$ cat src/design/assert_macros.svh
// assertion macros shared by the flagger modules
`ifndef ASSERT_MACROS_SVH
`define ASSERT_MACROS_SVH
`ifndef ASSERT_OFF
// property that must hold at every edge out of reset
`define ASSERT_ALWAYS(lbl, clk, rstn, prop, msg) \
  lbl: assert property (@(posedge clk) disable iff (!rstn) (prop)) else $error(msg);
// same-cycle implication
`define ASSERT_IMPL(lbl, clk, rstn, pre, post, msg) \
  lbl: assert property (@(posedge clk) disable iff (!rstn) (pre) |-> (post)) else $error(msg);
`else
`define ASSERT_ALWAYS(lbl, clk, rstn, prop, msg)
`define ASSERT_IMPL(lbl, clk, rstn, pre, post, msg)
`endif
`endif

$ cat src/design/wrsf_pkg.sv
// shared types and constants of the window range spike flagger
package wrsf_pkg;

  localparam int unsigned MAX_WINDOW_DEF = 16;

  localparam int unsigned SAMPLE_W   = 32;
  localparam int unsigned INDEX_W    = 32;
  localparam int unsigned WLEN_W     = 5;
  localparam int unsigned RMULT_W    = 16;
  localparam int unsigned ACC_W      = 31;
  localparam int unsigned CFG_IDX_W  = 2;
  localparam int unsigned CFG_DATA_W = 32;

  localparam logic [WLEN_W-1:0]  WIN_LEN_RST    = WLEN_W'(5);
  localparam logic [RMULT_W-1:0] RANGE_MULT_RST = RMULT_W'(768);
  localparam logic [ACC_W-1:0]   ACCURACY_RST   = ACC_W'(65536);

  typedef enum logic [CFG_IDX_W-1:0] {
    REG_WIN_LEN    = 2'd0,
    REG_RANGE_MULT = 2'd1,
    REG_ACCURACY   = 2'd2
  } wrsf_reg_e;

  typedef enum logic [2:0] {
    ST_IDLE,
    ST_SCAN,
    ST_DRAIN,
    ST_CALC,
    ST_EMIT,
    ST_SHORT
  } wrsf_state_e;

  // commands from the sequencer to the datapath
  typedef struct packed {
    logic accept;     // take the input word, write the window memory
    logic short_base; // stream too short: index base is the current sample
    logic scan_init;  // start a window walk
    logic rd;         // read one window entry
    logic rd_focus;   // the entry read is the focus sample
    logic load;       // load the output register
    logic ld_short;   // loaded word is a too-short word
    logic ld_last;    // loaded word is the last of its input
  } wrsf_cmd_t;

endpackage

$ cat src/design/wrsf_if.sv
// handshake channel interfaces: sample input, flag output, register writes
interface wrsf_in_if;
  import wrsf_pkg::*;
  logic                       valid;
  logic                       ready;
  logic signed [SAMPLE_W-1:0] sample;
  logic                       end_of_stream;
  modport source (output valid, sample, end_of_stream, input ready);
  modport sink (input valid, sample, end_of_stream, output ready);
endinterface

interface wrsf_out_if;
  import wrsf_pkg::*;
  logic               valid;
  logic               ready;
  logic               pass_flag;
  logic [INDEX_W-1:0] sample_index;
  logic               too_short;
  logic               last;
  modport source (output valid, pass_flag, sample_index, too_short, last, input ready);
  modport sink (input valid, pass_flag, sample_index, too_short, last, output ready);
endinterface

interface wrsf_cfg_if;
  import wrsf_pkg::*;
  logic                  valid;
  logic                  ready;
  logic [CFG_IDX_W-1:0]  index;
  logic [CFG_DATA_W-1:0] data;
  modport source (output valid, index, data, input ready);
  modport sink (input valid, index, data, output ready);
endinterface

$ cat src/design/wrsf_ctrl.sv
// sequencer: stream bookkeeping and the per-flag window walk
`include "assert_macros.svh"
module wrsf_ctrl #(
  parameter int unsigned MaxWindow = wrsf_pkg::MAX_WINDOW_DEF,
  localparam int unsigned IdxW = $clog2(MaxWindow),
  localparam int unsigned LenW = $clog2(MaxWindow + 1)
) (
  input  logic                clk_i,
  input  logic                rst_ni,
  input  logic                in_valid_i,
  input  logic                in_eos_i,
  output logic                in_ready_o,
  input  logic [LenW-1:0]     len_i,
  input  logic                out_free_i,
  output wrsf_pkg::wrsf_cmd_t cmd_o,
  output logic [IdxW-1:0]     pos_o
);
  import wrsf_pkg::*;

  wrsf_state_e state_q, state_d;
  logic [LenW-1:0] fill_q, fill_n;
  logic            primed_q;
  logic [IdxW-1:0] pos_q, to_q, j_q;
  logic [IdxW-1:0] half, m, from_pos, to_pos;
  logic            full, is_short, has_flags, last_pos, accept;

  // decode of the incoming word against the stream state
  always_comb begin
    fill_n    = (fill_q == LenW'(MaxWindow)) ? fill_q : fill_q + LenW'(1);
    half      = IdxW'(len_i >> 1);
    m         = IdxW'(len_i - LenW'(1));
    full      = (fill_n >= len_i);
    is_short  = !primed_q && !full && in_eos_i;
    has_flags = primed_q || full;
    from_pos  = primed_q ? half : '0;
    to_pos    = in_eos_i ? m : half;
    last_pos  = (pos_q == to_q);
    accept    = (state_q == ST_IDLE) && in_valid_i;
  end

  // next state
  always_comb begin
    state_d = state_q;
    unique case (state_q)
      ST_IDLE: begin
        if (in_valid_i) begin
          if (is_short) begin
            state_d = ST_SHORT;
          end else if (has_flags) begin
            state_d = ST_SCAN;
          end
        end
      end
      ST_SCAN: begin
        if (j_q == m) begin
          state_d = ST_DRAIN;
        end
      end
      ST_DRAIN: state_d = ST_CALC;
      ST_CALC:  state_d = ST_EMIT;
      ST_EMIT: begin
        if (out_free_i) begin
          state_d = last_pos ? ST_IDLE : ST_SCAN;
        end
      end
      ST_SHORT: begin
        if (out_free_i) begin
          state_d = ST_IDLE;
        end
      end
      default: state_d = ST_IDLE;
    endcase
  end

  // commands
  always_comb begin
    in_ready_o       = (state_q == ST_IDLE);
    cmd_o            = '0;
    cmd_o.accept     = accept;
    cmd_o.short_base = is_short;
    cmd_o.scan_init  = (accept && has_flags) ||
                       ((state_q == ST_EMIT) && out_free_i && !last_pos);
    cmd_o.rd         = (state_q == ST_SCAN);
    cmd_o.rd_focus   = (j_q == pos_q);
    cmd_o.load       = ((state_q == ST_EMIT) || (state_q == ST_SHORT)) && out_free_i;
    cmd_o.ld_short   = (state_q == ST_SHORT);
    cmd_o.ld_last    = (state_q == ST_SHORT) || last_pos;
    pos_o            = (state_q == ST_SHORT) ? '0 : pos_q;
  end

  always_ff @(posedge clk_i or negedge rst_ni) begin
    if (!rst_ni) begin
      state_q  <= ST_IDLE;
      fill_q   <= '0;
      primed_q <= 1'b0;
      pos_q    <= '0;
      to_q     <= '0;
      j_q      <= '0;
    end else begin
      state_q <= state_d;
      if (accept) begin
        fill_q   <= in_eos_i ? '0 : fill_n;
        primed_q <= in_eos_i ? 1'b0 : has_flags;
        pos_q    <= from_pos;
        to_q     <= to_pos;
        j_q      <= '0;
      end else if (state_q == ST_SCAN) begin
        j_q <= j_q + IdxW'(1);
      end else if ((state_q == ST_EMIT) && out_free_i && !last_pos) begin
        pos_q <= pos_q + IdxW'(1);
        j_q   <= '0;
      end
    end
  end

  `ASSERT_ALWAYS(a_fill_range, clk_i, rst_ni, fill_q <= LenW'(MaxWindow), "fill count past window depth")
  `ASSERT_IMPL(a_load_free, clk_i, rst_ni, cmd_o.load, out_free_i, "output loaded while occupied")
  `ASSERT_IMPL(a_walk_bound, clk_i, rst_ni, state_q == ST_SCAN, (pos_q <= to_q) && (j_q <= m), "walk beyond window")
  `ASSERT_IMPL(a_short_unprimed, clk_i, rst_ni, state_q == ST_SHORT, !primed_q && (fill_q == '0), "too-short word with stream state left")

endmodule

$ cat src/design/wrsf_dp.sv
// datapath: config registers, window memory, min/max/sum walk, exact test, output register
`include "assert_macros.svh"
module wrsf_dp #(
  parameter int unsigned MaxWindow = wrsf_pkg::MAX_WINDOW_DEF,
  localparam int unsigned IdxW = $clog2(MaxWindow),
  localparam int unsigned LenW = $clog2(MaxWindow + 1)
) (
  input  logic                                 clk_i,
  input  logic                                 rst_ni,
  input  logic signed [wrsf_pkg::SAMPLE_W-1:0] sample_i,
  input  logic                                 eos_i,
  input  wrsf_pkg::wrsf_cmd_t                  cmd_i,
  input  logic [IdxW-1:0]                      pos_i,
  output logic [LenW-1:0]                      len_o,
  output logic                                 out_free_o,
  wrsf_cfg_if.sink                             cfg_i,
  wrsf_out_if.source                           out_o
);
  import wrsf_pkg::*;

  localparam int unsigned SumW  = SAMPLE_W + IdxW;
  localparam int unsigned DiffW = SAMPLE_W + IdxW + 2;
  localparam int unsigned RngW  = SAMPLE_W + 1;
  localparam int unsigned P1W   = RMULT_W + RngW;
  localparam int unsigned CmpW  = P1W + IdxW;

  // configuration registers
  logic [WLEN_W-1:0]  win_len_q;
  logic [RMULT_W-1:0] range_mult_q;
  logic [ACC_W-1:0]   accuracy_q;

  assign cfg_i.ready = 1'b1;

  always_ff @(posedge clk_i or negedge rst_ni) begin
    if (!rst_ni) begin
      win_len_q    <= WIN_LEN_RST;
      range_mult_q <= RANGE_MULT_RST;
      accuracy_q   <= ACCURACY_RST;
    end else if (cfg_i.valid) begin
      unique case (cfg_i.index)
        REG_WIN_LEN:    win_len_q    <= cfg_i.data[WLEN_W-1:0];
        REG_RANGE_MULT: range_mult_q <= cfg_i.data[RMULT_W-1:0];
        REG_ACCURACY:   accuracy_q   <= cfg_i.data[ACC_W-1:0];
        default: ;
      endcase
    end
  end

  // window length clamped to 3..MaxWindow
  logic [LenW-1:0] len;
  logic [IdxW-1:0] m;
  always_comb begin
    if (32'(win_len_q) < 32'd3) begin
      len = LenW'(3);
    end else if (32'(win_len_q) > 32'(MaxWindow)) begin
      len = LenW'(MaxWindow);
    end else begin
      len = LenW'(win_len_q);
    end
    m = IdxW'(len - LenW'(1));
  end
  assign len_o = len;

  // stream position
  logic [INDEX_W-1:0] seen_q, base_q;
  always_ff @(posedge clk_i or negedge rst_ni) begin
    if (!rst_ni) begin
      seen_q <= '0;
    end else if (cmd_i.accept) begin
      seen_q <= eos_i ? '0 : seen_q + INDEX_W'(1);
    end
  end
  always_ff @(posedge clk_i) begin
    if (cmd_i.accept) begin
      base_q <= cmd_i.short_base ? seen_q : seen_q - INDEX_W'(m);
    end
  end

  // circular window memory, unwritten entries read as zero
  logic [SAMPLE_W-1:0]  mem_q [MaxWindow];
  logic [MaxWindow-1:0] valid_q;
  logic [IdxW-1:0]      wp_q, wp_d, rp_q, rp_start;
  logic [IdxW+1:0]      start_raw;
  logic [SAMPLE_W-1:0]  rd_data_q;
  logic                 rd_en_q, rd_focus_q;

  always_comb begin
    wp_d = wp_q;
    if (cmd_i.accept) begin
      wp_d = (wp_q == IdxW'(MaxWindow - 1)) ? '0 : wp_q + IdxW'(1);
    end
    // oldest window entry sits len slots behind the write pointer
    start_raw = (IdxW+2)'(wp_d) + (IdxW+2)'(MaxWindow) - (IdxW+2)'(len);
    if (start_raw >= (IdxW+2)'(MaxWindow)) begin
      rp_start = IdxW'(start_raw - (IdxW+2)'(MaxWindow));
    end else begin
      rp_start = IdxW'(start_raw);
    end
  end

  always_ff @(posedge clk_i or negedge rst_ni) begin
    if (!rst_ni) begin
      wp_q       <= '0;
      rp_q       <= '0;
      valid_q    <= '0;
      rd_en_q    <= 1'b0;
      rd_focus_q <= 1'b0;
    end else begin
      wp_q       <= wp_d;
      rd_en_q    <= cmd_i.rd;
      rd_focus_q <= cmd_i.rd_focus;
      if (cmd_i.accept) begin
        valid_q[wp_q] <= 1'b1;
      end
      if (cmd_i.scan_init) begin
        rp_q <= rp_start;
      end else if (cmd_i.rd) begin
        rp_q <= (rp_q == IdxW'(MaxWindow - 1)) ? '0 : rp_q + IdxW'(1);
      end
    end
  end

  always_ff @(posedge clk_i) begin
    if (cmd_i.accept) begin
      mem_q[wp_q] <= sample_i;
    end
    if (cmd_i.rd) begin
      rd_data_q <= valid_q[rp_q] ? mem_q[rp_q] : '0;
    end
  end

  // min, max and sum of the non-focus entries, focus captured aside
  logic signed [SAMPLE_W-1:0] focus_q, mx_q, mn_q, v;
  logic signed [SumW-1:0]     sum_q;
  logic                       init_q;

  assign v = $signed(rd_data_q);

  always_ff @(posedge clk_i or negedge rst_ni) begin
    if (!rst_ni) begin
      init_q <= 1'b0;
    end else if (cmd_i.scan_init) begin
      init_q <= 1'b0;
    end else if (rd_en_q && !rd_focus_q) begin
      init_q <= 1'b1;
    end
  end

  always_ff @(posedge clk_i) begin
    if (cmd_i.scan_init) begin
      sum_q <= '0;
    end else if (rd_en_q) begin
      if (rd_focus_q) begin
        focus_q <= v;
      end else begin
        sum_q <= sum_q + {{(SumW-SAMPLE_W){v[SAMPLE_W-1]}}, v};
        if (!init_q || (v > mx_q)) begin
          mx_q <= v;
        end
        if (!init_q || (v < mn_q)) begin
          mn_q <= v;
        end
      end
    end
  end

  // first stage of the test: |m*focus - sum| and range_mult * floored range
  logic signed [DiffW-1:0] fm, diff;
  logic [DiffW-1:0]        mag, mag_q;
  logic [RngW-1:0]         rng, rng_fl;
  logic [P1W-1:0]          p1_q;

  always_comb begin
    fm     = $signed(focus_q) * $signed({1'b0, m});
    diff   = fm - {{(DiffW-SumW){sum_q[SumW-1]}}, sum_q};
    mag    = diff[DiffW-1] ? DiffW'(-diff) : DiffW'(diff);
    rng    = RngW'({mx_q[SAMPLE_W-1], mx_q} - {mn_q[SAMPLE_W-1], mn_q});
    rng_fl = (rng < RngW'(accuracy_q)) ? RngW'(accuracy_q) : rng;
  end

  always_ff @(posedge clk_i) begin
    mag_q <= mag;
    p1_q  <= P1W'(rng_fl) * P1W'(range_mult_q);
  end

  // second stage: 256*|diff| against range_mult*R*m
  logic [CmpW-1:0] rhs, lhs;
  logic            pass;
  always_comb begin
    rhs  = CmpW'(p1_q) * CmpW'(m);
    lhs  = CmpW'({mag_q, 8'b0});
    pass = !(lhs > rhs);
  end

  // output register
  logic               out_valid_q, out_pass_q, out_ts_q, out_last_q;
  logic [INDEX_W-1:0] out_idx_q;

  assign out_free_o = !out_valid_q || out_o.ready;

  always_ff @(posedge clk_i or negedge rst_ni) begin
    if (!rst_ni) begin
      out_valid_q <= 1'b0;
    end else if (cmd_i.load) begin
      out_valid_q <= 1'b1;
    end else if (out_o.ready) begin
      out_valid_q <= 1'b0;
    end
  end

  always_ff @(posedge clk_i) begin
    if (cmd_i.load) begin
      out_pass_q <= cmd_i.ld_short ? 1'b0 : pass;
      out_ts_q   <= cmd_i.ld_short;
      out_last_q <= cmd_i.ld_last;
      out_idx_q  <= base_q + INDEX_W'(pos_i);
    end
  end

  assign out_o.valid        = out_valid_q;
  assign out_o.pass_flag    = out_pass_q;
  assign out_o.sample_index = out_idx_q;
  assign out_o.too_short    = out_ts_q;
  assign out_o.last         = out_last_q;

  `ASSERT_ALWAYS(a_wp_range, clk_i, rst_ni, wp_q <= IdxW'(MaxWindow - 1), "write pointer out of range")
  `ASSERT_ALWAYS(a_rp_range, clk_i, rst_ni, rp_q <= IdxW'(MaxWindow - 1), "read pointer out of range")
  `ASSERT_IMPL(a_minmax_order, clk_i, rst_ni, init_q, mx_q >= mn_q, "window max below min")
  `ASSERT_IMPL(a_short_word, clk_i, rst_ni, out_valid_q && out_ts_q, out_last_q && !out_pass_q, "bad too-short word")

endmodule

$ cat src/design/window_range_spike_flagger.sv
// top level of the window range spike flagger
// Flags each sample word as good (pass_flag 1) or spike (pass_flag 0) by
// comparing its distance from the mean of the other samples in a window of
// the configured length against range_mult times their range, the range floored
// at accuracy; the comparison is exact by cross-multiplication. Flags leave in
// sample order: the word that first fills a window gives the flags of that
// window's first half plus its center, every later word gives one flag for
// the center of its window, and the end_of_stream word also flags the rest of
// its window; last marks the final flag caused by a word. A stream that ends
// before one full window gives a single too_short word. Each flag walks the
// window memory one entry a cycle through its single read port, then drains
// the read register and passes two test stages; after an input word the input
// is held until the last flag caused by that word is loaded, while after a
// word causing no flag the input stays ready. The last flag may sit in the
// output register while the next sample word is taken.
// Register writes are accepted every cycle and are meant to be made only while
// the block is idle.
module window_range_spike_flagger #(
  parameter int unsigned MaxWindow = wrsf_pkg::MAX_WINDOW_DEF
) (
  input logic         clk_i,
  input logic         rst_ni,
  wrsf_in_if.sink     in_i,
  wrsf_out_if.source  out_o,
  wrsf_cfg_if.sink    cfg_i
);
  import wrsf_pkg::*;

  localparam int unsigned IdxW = $clog2(MaxWindow);
  localparam int unsigned LenW = $clog2(MaxWindow + 1);

  // sequencer to datapath commands, datapath to sequencer status
  wrsf_cmd_t       cmd;
  logic [IdxW-1:0] pos;
  logic [LenW-1:0] len;
  logic            out_free;
  logic            in_ready;

  // input ready comes from the sequencer, idle between words
  assign in_i.ready = in_ready;

  wrsf_ctrl #(
    .MaxWindow (MaxWindow)
  ) u_ctrl (
    .clk_i      (clk_i),
    .rst_ni     (rst_ni),
    .in_valid_i (in_i.valid),
    .in_eos_i   (in_i.end_of_stream),
    .in_ready_o (in_ready),
    .len_i      (len),
    .out_free_i (out_free),
    .cmd_o      (cmd),
    .pos_o      (pos)
  );

  // datapath holds config, window memory, test arithmetic and output word
  wrsf_dp #(
    .MaxWindow (MaxWindow)
  ) u_dp (
    .clk_i      (clk_i),
    .rst_ni     (rst_ni),
    .sample_i   (in_i.sample),
    .eos_i      (in_i.end_of_stream),
    .cmd_i      (cmd),
    .pos_i      (pos),
    .len_o      (len),
    .out_free_o (out_free),
    .cfg_i      (cfg_i),
    .out_o      (out_o)
  );

endmodule
$ cat src/flat_wrapper.sv
// flat-port wrapper written by rule: the top's interface ports become plain ports
module window_range_spike_flagger_flat import wrsf_pkg::*;
#(
  parameter int unsigned MaxWindow = wrsf_pkg::MAX_WINDOW_DEF
)
  (clk_i, rst_ni, in_i_valid, in_i_sample, in_i_end_of_stream, in_i_ready, out_o_valid, out_o_pass_flag, out_o_sample_index, out_o_too_short, out_o_last, out_o_ready, cfg_i_valid, cfg_i_index, cfg_i_data, cfg_i_ready);
  wrsf_in_if in_i_i ();
  wrsf_out_if out_o_i ();
  wrsf_cfg_if cfg_i_i ();
  input logic clk_i;
  input logic rst_ni;
  input wire logic [$bits(in_i_i.valid)-1:0] in_i_valid;
  input wire logic [$bits(in_i_i.sample)-1:0] in_i_sample;
  input wire logic [$bits(in_i_i.end_of_stream)-1:0] in_i_end_of_stream;
  output wire logic [$bits(in_i_i.ready)-1:0] in_i_ready;
  output wire logic [$bits(out_o_i.valid)-1:0] out_o_valid;
  output wire logic [$bits(out_o_i.pass_flag)-1:0] out_o_pass_flag;
  output wire logic [$bits(out_o_i.sample_index)-1:0] out_o_sample_index;
  output wire logic [$bits(out_o_i.too_short)-1:0] out_o_too_short;
  output wire logic [$bits(out_o_i.last)-1:0] out_o_last;
  input wire logic [$bits(out_o_i.ready)-1:0] out_o_ready;
  input wire logic [$bits(cfg_i_i.valid)-1:0] cfg_i_valid;
  input wire logic [$bits(cfg_i_i.index)-1:0] cfg_i_index;
  input wire logic [$bits(cfg_i_i.data)-1:0] cfg_i_data;
  output wire logic [$bits(cfg_i_i.ready)-1:0] cfg_i_ready;
  assign in_i_i.valid = in_i_valid;
  assign in_i_i.sample = in_i_sample;
  assign in_i_i.end_of_stream = in_i_end_of_stream;
  assign in_i_ready = in_i_i.ready;
  assign out_o_valid = out_o_i.valid;
  assign out_o_pass_flag = out_o_i.pass_flag;
  assign out_o_sample_index = out_o_i.sample_index;
  assign out_o_too_short = out_o_i.too_short;
  assign out_o_last = out_o_i.last;
  assign out_o_i.ready = out_o_ready;
  assign cfg_i_i.valid = cfg_i_valid;
  assign cfg_i_i.index = cfg_i_index;
  assign cfg_i_i.data = cfg_i_data;
  assign cfg_i_ready = cfg_i_i.ready;
  window_range_spike_flagger #(.MaxWindow(MaxWindow)) u_core (.clk_i(clk_i), .rst_ni(rst_ni), .in_i(in_i_i), .out_o(out_o_i), .cfg_i(cfg_i_i));
endmodule
$ cat config.mk
export PLATFORM = sky130hd
export DESIGN_NAME = window_range_spike_flagger_flat
export DESIGN_NICKNAME = d
export VERILOG_FILES = /design/src/design/wrsf_pkg.sv /design/src/design/wrsf_if.sv /design/src/design/wrsf_ctrl.sv /design/src/design/wrsf_dp.sv /design/src/design/window_range_spike_flagger.sv /design/src/flat_wrapper.sv
export VERILOG_INCLUDE_DIRS = /design/src /design/src/design
export SDC_FILE = /design/constraint.sdc
export NUM_CORES = 2
export LEC_CHECK = 0
export ABC_AREA = 1
export BUFFER_PORTS_ARGS = -buffer_cell sky130_fd_sc_hd__buf_2
export CAP_MARGIN = 15
export CORE_ASPECT_RATIO = 0.6
export CORE_MARGIN = 5
export CORE_UTILIZATION = 33
export CTS_CLUSTER_SIZE = 16
export DETAILED_ROUTE_END_ITERATION = 10
export PLACE_DENSITY_LB_ADDON = 0.25
export SETUP_SLACK_MARGIN = 0.1
export SYNTH_ARGS = -nofsm -noshare
export SYNTH_HDL_FRONTEND = slang
export SYNTH_SLANG_ARGS = --single-unit
$ cat constraint.sdc
create_clock -name clk_i -period 22.5 [get_ports clk_i]
set_input_delay 2.25 -clock clk_i [delete_from_list [all_inputs] [get_ports clk_i]]
set_output_delay 2.25 -clock clk_i [all_outputs]
set_load 0.01 [all_outputs]
======== Yosys cells after proc, flatten, opt, wreduce, memory -nomap -nowiden ========
Memory sizes are Yosys's and may differ from the RTL's. A register that Yosys moved wholly into a read port is not among the register bits.
Cells that the tools add are included.
storage, ports and cells
  input port bits ......................... 72
  output and inout port bits .............. 38
  RAM bits ................................ 512
  memories ................................ 1
  register bits after elaboration ......... 419
cells by class
  multiplexer cells ....................... 42
  equality and inequality tests ........... 19
  multiply operators ...................... 3
  bitwise operators ....................... 3
  reduce and logical (&&, ||, !) cells .... 40
  add/sub/neg operators ................... 16
  order comparisons ....................... 11
memory list
  name               words  bits a word  rd ports  clocked after Yosys merged registers in  write ports  RTL line       source
  u_core.u_dp.mem_q  16     32           1         1                                        1            wrsf_dp.sv:80  logic [SAMPLE_W-1:0] mem_q [MaxWindow];
operators by type and width
  cell                                                              number
  32-bit two-way mux                                                2
  4-bit two-way mux                                                 15
  46-bit by 53-bit > comparator with 1-bit output                   1
  49-bit by 4-bit multiplier with 53-bit output                     1
  33-bit by 16-bit multiplier with 49-bit output                    1
  38-bit negator                                                    1
  37-bit by 36-bit subtractor with 38-bit output                    1
  32-bit by 5-bit multiplier with 37-bit output                     1
  37-bit two-way mux                                                1
  36-bit adder                                                      1
  33-bit by 31-bit < comparator with 1-bit output                   1
  33-bit two-way mux                                                1
  32-bit by 32-bit subtractor with 33-bit output                    1
  32-bit by 1-bit adder with 32-bit output (second input constant)  1
  32-bit by 4-bit adder with 32-bit output                          1
  32-bit > comparator                                               1
  32-bit < comparator                                               1
  32-bit by 4-bit subtractor with 32-bit output                     1
  5-bit two-way mux                                                 4
  3-bit two-way mux                                                 6
  3-bit case mux with 6 select lines                                1
  4-bit by 1-bit adder with 4-bit output (second input constant)    4
  16-bit OR                                                         1
  4-bit equality test                                               3
  other kinds (35)                                                  82

======== Logic depth before layout (Yosys ltp) ========
  word-level depth ........................ 10
  gate-level depth with buffers ........... 53
  depth with buffers taken out ............ 51

======== Modules after synthesis ========
From an unflattened synthesis, not the netlist that was laid out.
second synthesis, totals
  cell total of the unflattened synthesis .. 8,672
  area, all modules ....................... 75,781.4 µm²
modules (own cells, without submodules)
  module     cells each  area an instance (µm²)  times used  seq. area each (µm²)
  wrsf_dp    8,445       74,153.6                1           26,501.7
  wrsf_ctrl  227         1,627.8                 1           525.5

======== Least setup slack after synthesis ========
Ideal clock, no wire load.
  path kind ............................... register to register
  start point ............................. register u_core.u_dp.mn_q[0]
  end point ............................... register u_core.u_dp.p1_q[26]
  data arrival time ....................... 8,707 ps
  path slack .............................. 13,670 ps
  path buffers ............................ 1
  library setup time ...................... 123 ps
  clock period less this slack ............ 8,830 ps
  stages on the path, launching flop included .. 44
  cell sequence ........................... edfxtp_1 ha_1 fa_1 nand3b_1 nand2_2 a21oi_2 o21bai_4 a21oi_1 o21ai_0 xnor2_1 inv_1 ha_1 a21oi_1 nor2_1 nor2_1 nand2_1 a31oi_1 nand3_1 [... 8 more ...] inv_1 fa_1 fa_1 fa_1 inv_1 fa_1 inv_1 fa_1 inv_1 ha_1 a21oi_1 inv_1 a31oi_1 a21boi_0 o21ai_1 a21boi_0 o21ai_1 xor2_1
between the ends
  cells in the longest elaborated chain, start to end .. 4
RTL lines
  item                                                RTL line        source
  from (decl)                                         wrsf_dp.sv:133  logic signed [SAMPLE_W-1:0] focus_q, mx_q, mn_q, v;
  from (signal assigned)                              wrsf_dp.sv:161  mn_q <= v;
  32-bit by 32-bit subtractor with 33-bit output (*)  wrsf_dp.sv:177  rng = RngW'({mx_q[SAMPLE_W-1], mx_q} - {mn_q[SAMPLE_W-1], mn_q});
  33-bit by 31-bit < comparator with 1-bit output     wrsf_dp.sv:178  rng_fl = (rng < RngW'(accuracy_q)) ? RngW'(accuracy_q) : rng;
  33-bit two-way mux (*)                              wrsf_dp.sv:178
  33-bit by 16-bit multiplier with 49-bit output (*)  wrsf_dp.sv:183  p1_q <= P1W'(rng_fl) * P1W'(range_mult_q);
  to (signal assigned)                                wrsf_dp.sv:183
  to (decl)                                           wrsf_dp.sv:171  logic [P1W-1:0] p1_q;
Every way passes the cells marked *; elsewhere a longest branch is shown, timed or not.
A chain may end at the register's enable or synchronous reset.

======== Worst setup path in the final report ========
  start point ............................. register u_core.u_dp.mx_q[0]
  end point ............................... register u_core.u_dp.p1_q[46]
between the ends
  cells in the longest elaborated chain, start to end .. 4
RTL lines
  item                                                RTL line        source
  from (decl)                                         wrsf_dp.sv:133
  from (signal assigned)                              wrsf_dp.sv:158  mx_q <= v;
  32-bit by 32-bit subtractor with 33-bit output (*)  wrsf_dp.sv:177
  33-bit by 31-bit < comparator with 1-bit output     wrsf_dp.sv:178
  33-bit two-way mux (*)                              wrsf_dp.sv:178
  33-bit by 16-bit multiplier with 49-bit output (*)  wrsf_dp.sv:183
Marked as above.

==> results.toml <==
[sta]
max_slew_margin_pct = 21.0
fmax_ghz = 0.0845
skew_ns = 0.108
setup_viol = 0
hold_violations = 0
rsz0062_at_grt = "false"
period_share_pct = 52.6
report.final.slew_viol_count = 0
period_minus_slack_ns = 11.84
fin_setup_tns_ns = 0
tightestPinTransition_ns = 1.18

[cts]
insertion_delay_ns = 0.77
postCtsResizedCells = 0
clockRootBuffer = "clkbuf_16"
clk_pin_slew_ns = 0.06
cts_hold_buf = 0
post_cts_buffers = 0
cts_tree = "yes"
clock-sinks = 963
cts_inserted_buffers = 98
clock_path_buffers = 3
htreeDepth = 3

[critical_path]
crit_arrival_ns = 12.45
slowest_delay_ns = 0.78
cp_slowest_cell = "nand2_1"
cp_data_required_time_ns = 23.12
startpoint_type = "flop"
critPathMaxFanout = 31
crit_type = "reg -> reg"
endpoint_kind = "flop"

[floorplan]
start_util_pct = 33.1
die_x_um = 628
die-area_um2 = 239000
core_um2 = 229000
io_pins = 110
die_height_um = 381
rows = 136

[grt]
overflow = 0
grt_pass1_wl_um = 372000
track_usage_pct = 20.2
grt_pass1_vias = 58000
grt_max_degree = 186
antenna_found_initial = 14

[synth]
yosys_warnings = 0
synth_seq_area_share_pct = 35.7
yosysUniqueCellTypes = 72
synth-edff-count = 707
ys_ff_latch = 963
syn_nets = 9818
syn-instance-count = 8635
synth_flop_cell = "edfxtp_1"
synthTopCellsByArea = "edfxtp_1, fa_1, ha_1"
syn_area_um2 = 75700
avgSynthCellArea_um2 = 8.76
yosys.area.top_type_share_pct = 28.1
async_flop_share_pct = 13.8
netlist.top_cell.by_area = "edfxtp_1"

[finish]
syn2layout_area_growth_pct = 9.46
nets = 9821
drive_gt1_share_pct = 5.49

[drt]
viasPerCell = 5.13
vias = 60400
drt-total-wl_um = 247000
wire_per_inst_um = 21.0
final_antenna_net_count = 0
drt_drc_violations_left = 0
first_pass_iters = 7
drtIter0Drc = 6489

[place]
portBuffers = 107
dp_hpwl_um = 183000
gp_congestion = 0.992

[outcome]
outcome = "finished clean"

[worst_hold_path]
hold_path.class = "reg -> reg"

[job]
drv_cap = 0
==> per-layer routing <==
layer	wire length, um	up-vias	GRT usage (%)
met4	4180	8	3.51
met2	89400	2570	25.3
met1	126000	29600	33.2
li1	-	28000	-
met5	42	-	0
met3	27400	252	5.94
==> cells in the final DEF, fill, tap and decap left out, types with 106 or more instances in the layout <==
master    instances
nand3_1         535
nand4_1         119
nand2_1        1437
nor2_1          901
inv_1          1577
ha_1            479
dfrtp_1         124
o21ai_0         454
buf_2           106
dfxtp_1         123
a21oi_1         469
fa_1            632
edfxtp_1        707
xor2_1          145
==> path summary, 6_finish.rpt <==
check | from | endpoint | slack, ns | depth (start not counted)
worst max-delay path | u_core.u_dp.mx_q[0]$_DFFE_PP_ | u_core.u_dp.p1_q[46]$_DFF_P_ | 10.66 | 45
worst min-delay path | u_core.u_dp.valid_q[11]$_DFFE_PN0P_ | u_core.u_dp.valid_q[11]$_DFFE_PN0P_ | 0.46 | 2
worst max register to register | u_core.u_dp.mx_q[0]$_DFFE_PP_ | u_core.u_dp.p1_q[46]$_DFF_P_ | 10.66 | 45
worst min register to register | u_core.u_dp.valid_q[11]$_DFFE_PN0P_ | u_core.u_dp.valid_q[11]$_DFFE_PN0P_ | 0.46 | 2
max in group asynchronous | rst_ni | u_core.u_dp.seen_q[30]$_DFFE_PN0P_ | 19.42 | 2
min in group asynchronous | rst_ni | u_core.u_dp.accuracy_q[27]$_DFFE_PN0P_ | 1.61 | 1
==> critical path: cells and delay by family (launching register included) <==
| kind | cells | cell delay (ns) |
|---|---|---|
| and+or+nand+nor | 12 | 2.90 |
| AOI/OAI and AO/OA | 14 | 2.80 |
| buffers and inverters | 7 | 0.57 |
| xor gates and xnor gates | 2 | 0.62 |
| adders and majority gates | 10 | 4.38 |
| DFF | 1 | 0.40 |
==> area by class of cell <==
cell class	count	area, um^2
diodes	1	2.50
repair buffers	188	1160
flip-flops and latches	963	27000
inverters	1597	6000
well taps	3036	3800
clock buffers	117	2550
clock inverters	68	702
fillers	23400	146000
multi-input cells	5790	41600
==> flip-flops by register name, summed over array words and instances, names as in the netlist, 32 cells and up <==
name,count
u_core.u_dp.out_o.sample_index,32
u_core.u_dp.sum_q,36
u_core.u_dp.base_q,32
u_core.u_dp.p1_q,49
u_core.u_dp.rd_data_q,32
u_core.u_dp.mag_q,38
u_core.u_dp.seen_q,32
u_core.u_dp.mn_q,32
u_core.u_dp.mx_q,32
u_core.u_dp.focus_q,32
u_core.u_dp.mem_q,512
==> cell families after synthesis <==
kind of cell / synth area share (%)
buf+inv: 9.59
xor+xnor: 2.77
fa+ha+maj: 24.6
simple gates: 18.2
compound gates: 9.11
other cells: 0.00496
flops: 35.7
==> synth_stat cells (all sizes together) (5+ instances only) <==
cell    number
nand3b      11
dfxtp      123
o221ai      49
a211oi      13
or2         25
nand3      537
dfstp        5
ha         479
clkbuf     192
nor4        22
xor2       146
o21ai      460
a21boi      14
a31oi       43
o41ai        9
dfrtp      128
xnor2       92
a221oi      25
edfxtp     707
nor3        72
a21oi      475
o211ai      15
o21bai      18
buf         93
clkinv       9
nor2       931
inv       1588
o22ai       36
nand4      137
o21a        19
nand2     1467
a21o        28
fa         632
==> stage by stage <==
stage                     utilization [%]  std cells  area, um^2  worst slack [ns]  hold WS [ns]
after floorplan                         -       8635       75700             13.67         0.424
after global placement               34.8      11600       79600             10.98         0.438
after detailed placement             34.8      11600       79600             10.97         0.449
after CTS                            36.2      11800       82800             10.91         0.463
after global routing                 36.2      11800       82800             10.04         0.476
final                                36.2      11800       82800             10.66         0.465
Power is left out: the tool's default activity adds up to more than one toggle a clock period on the data nets, which glitch-free logic cannot reach.
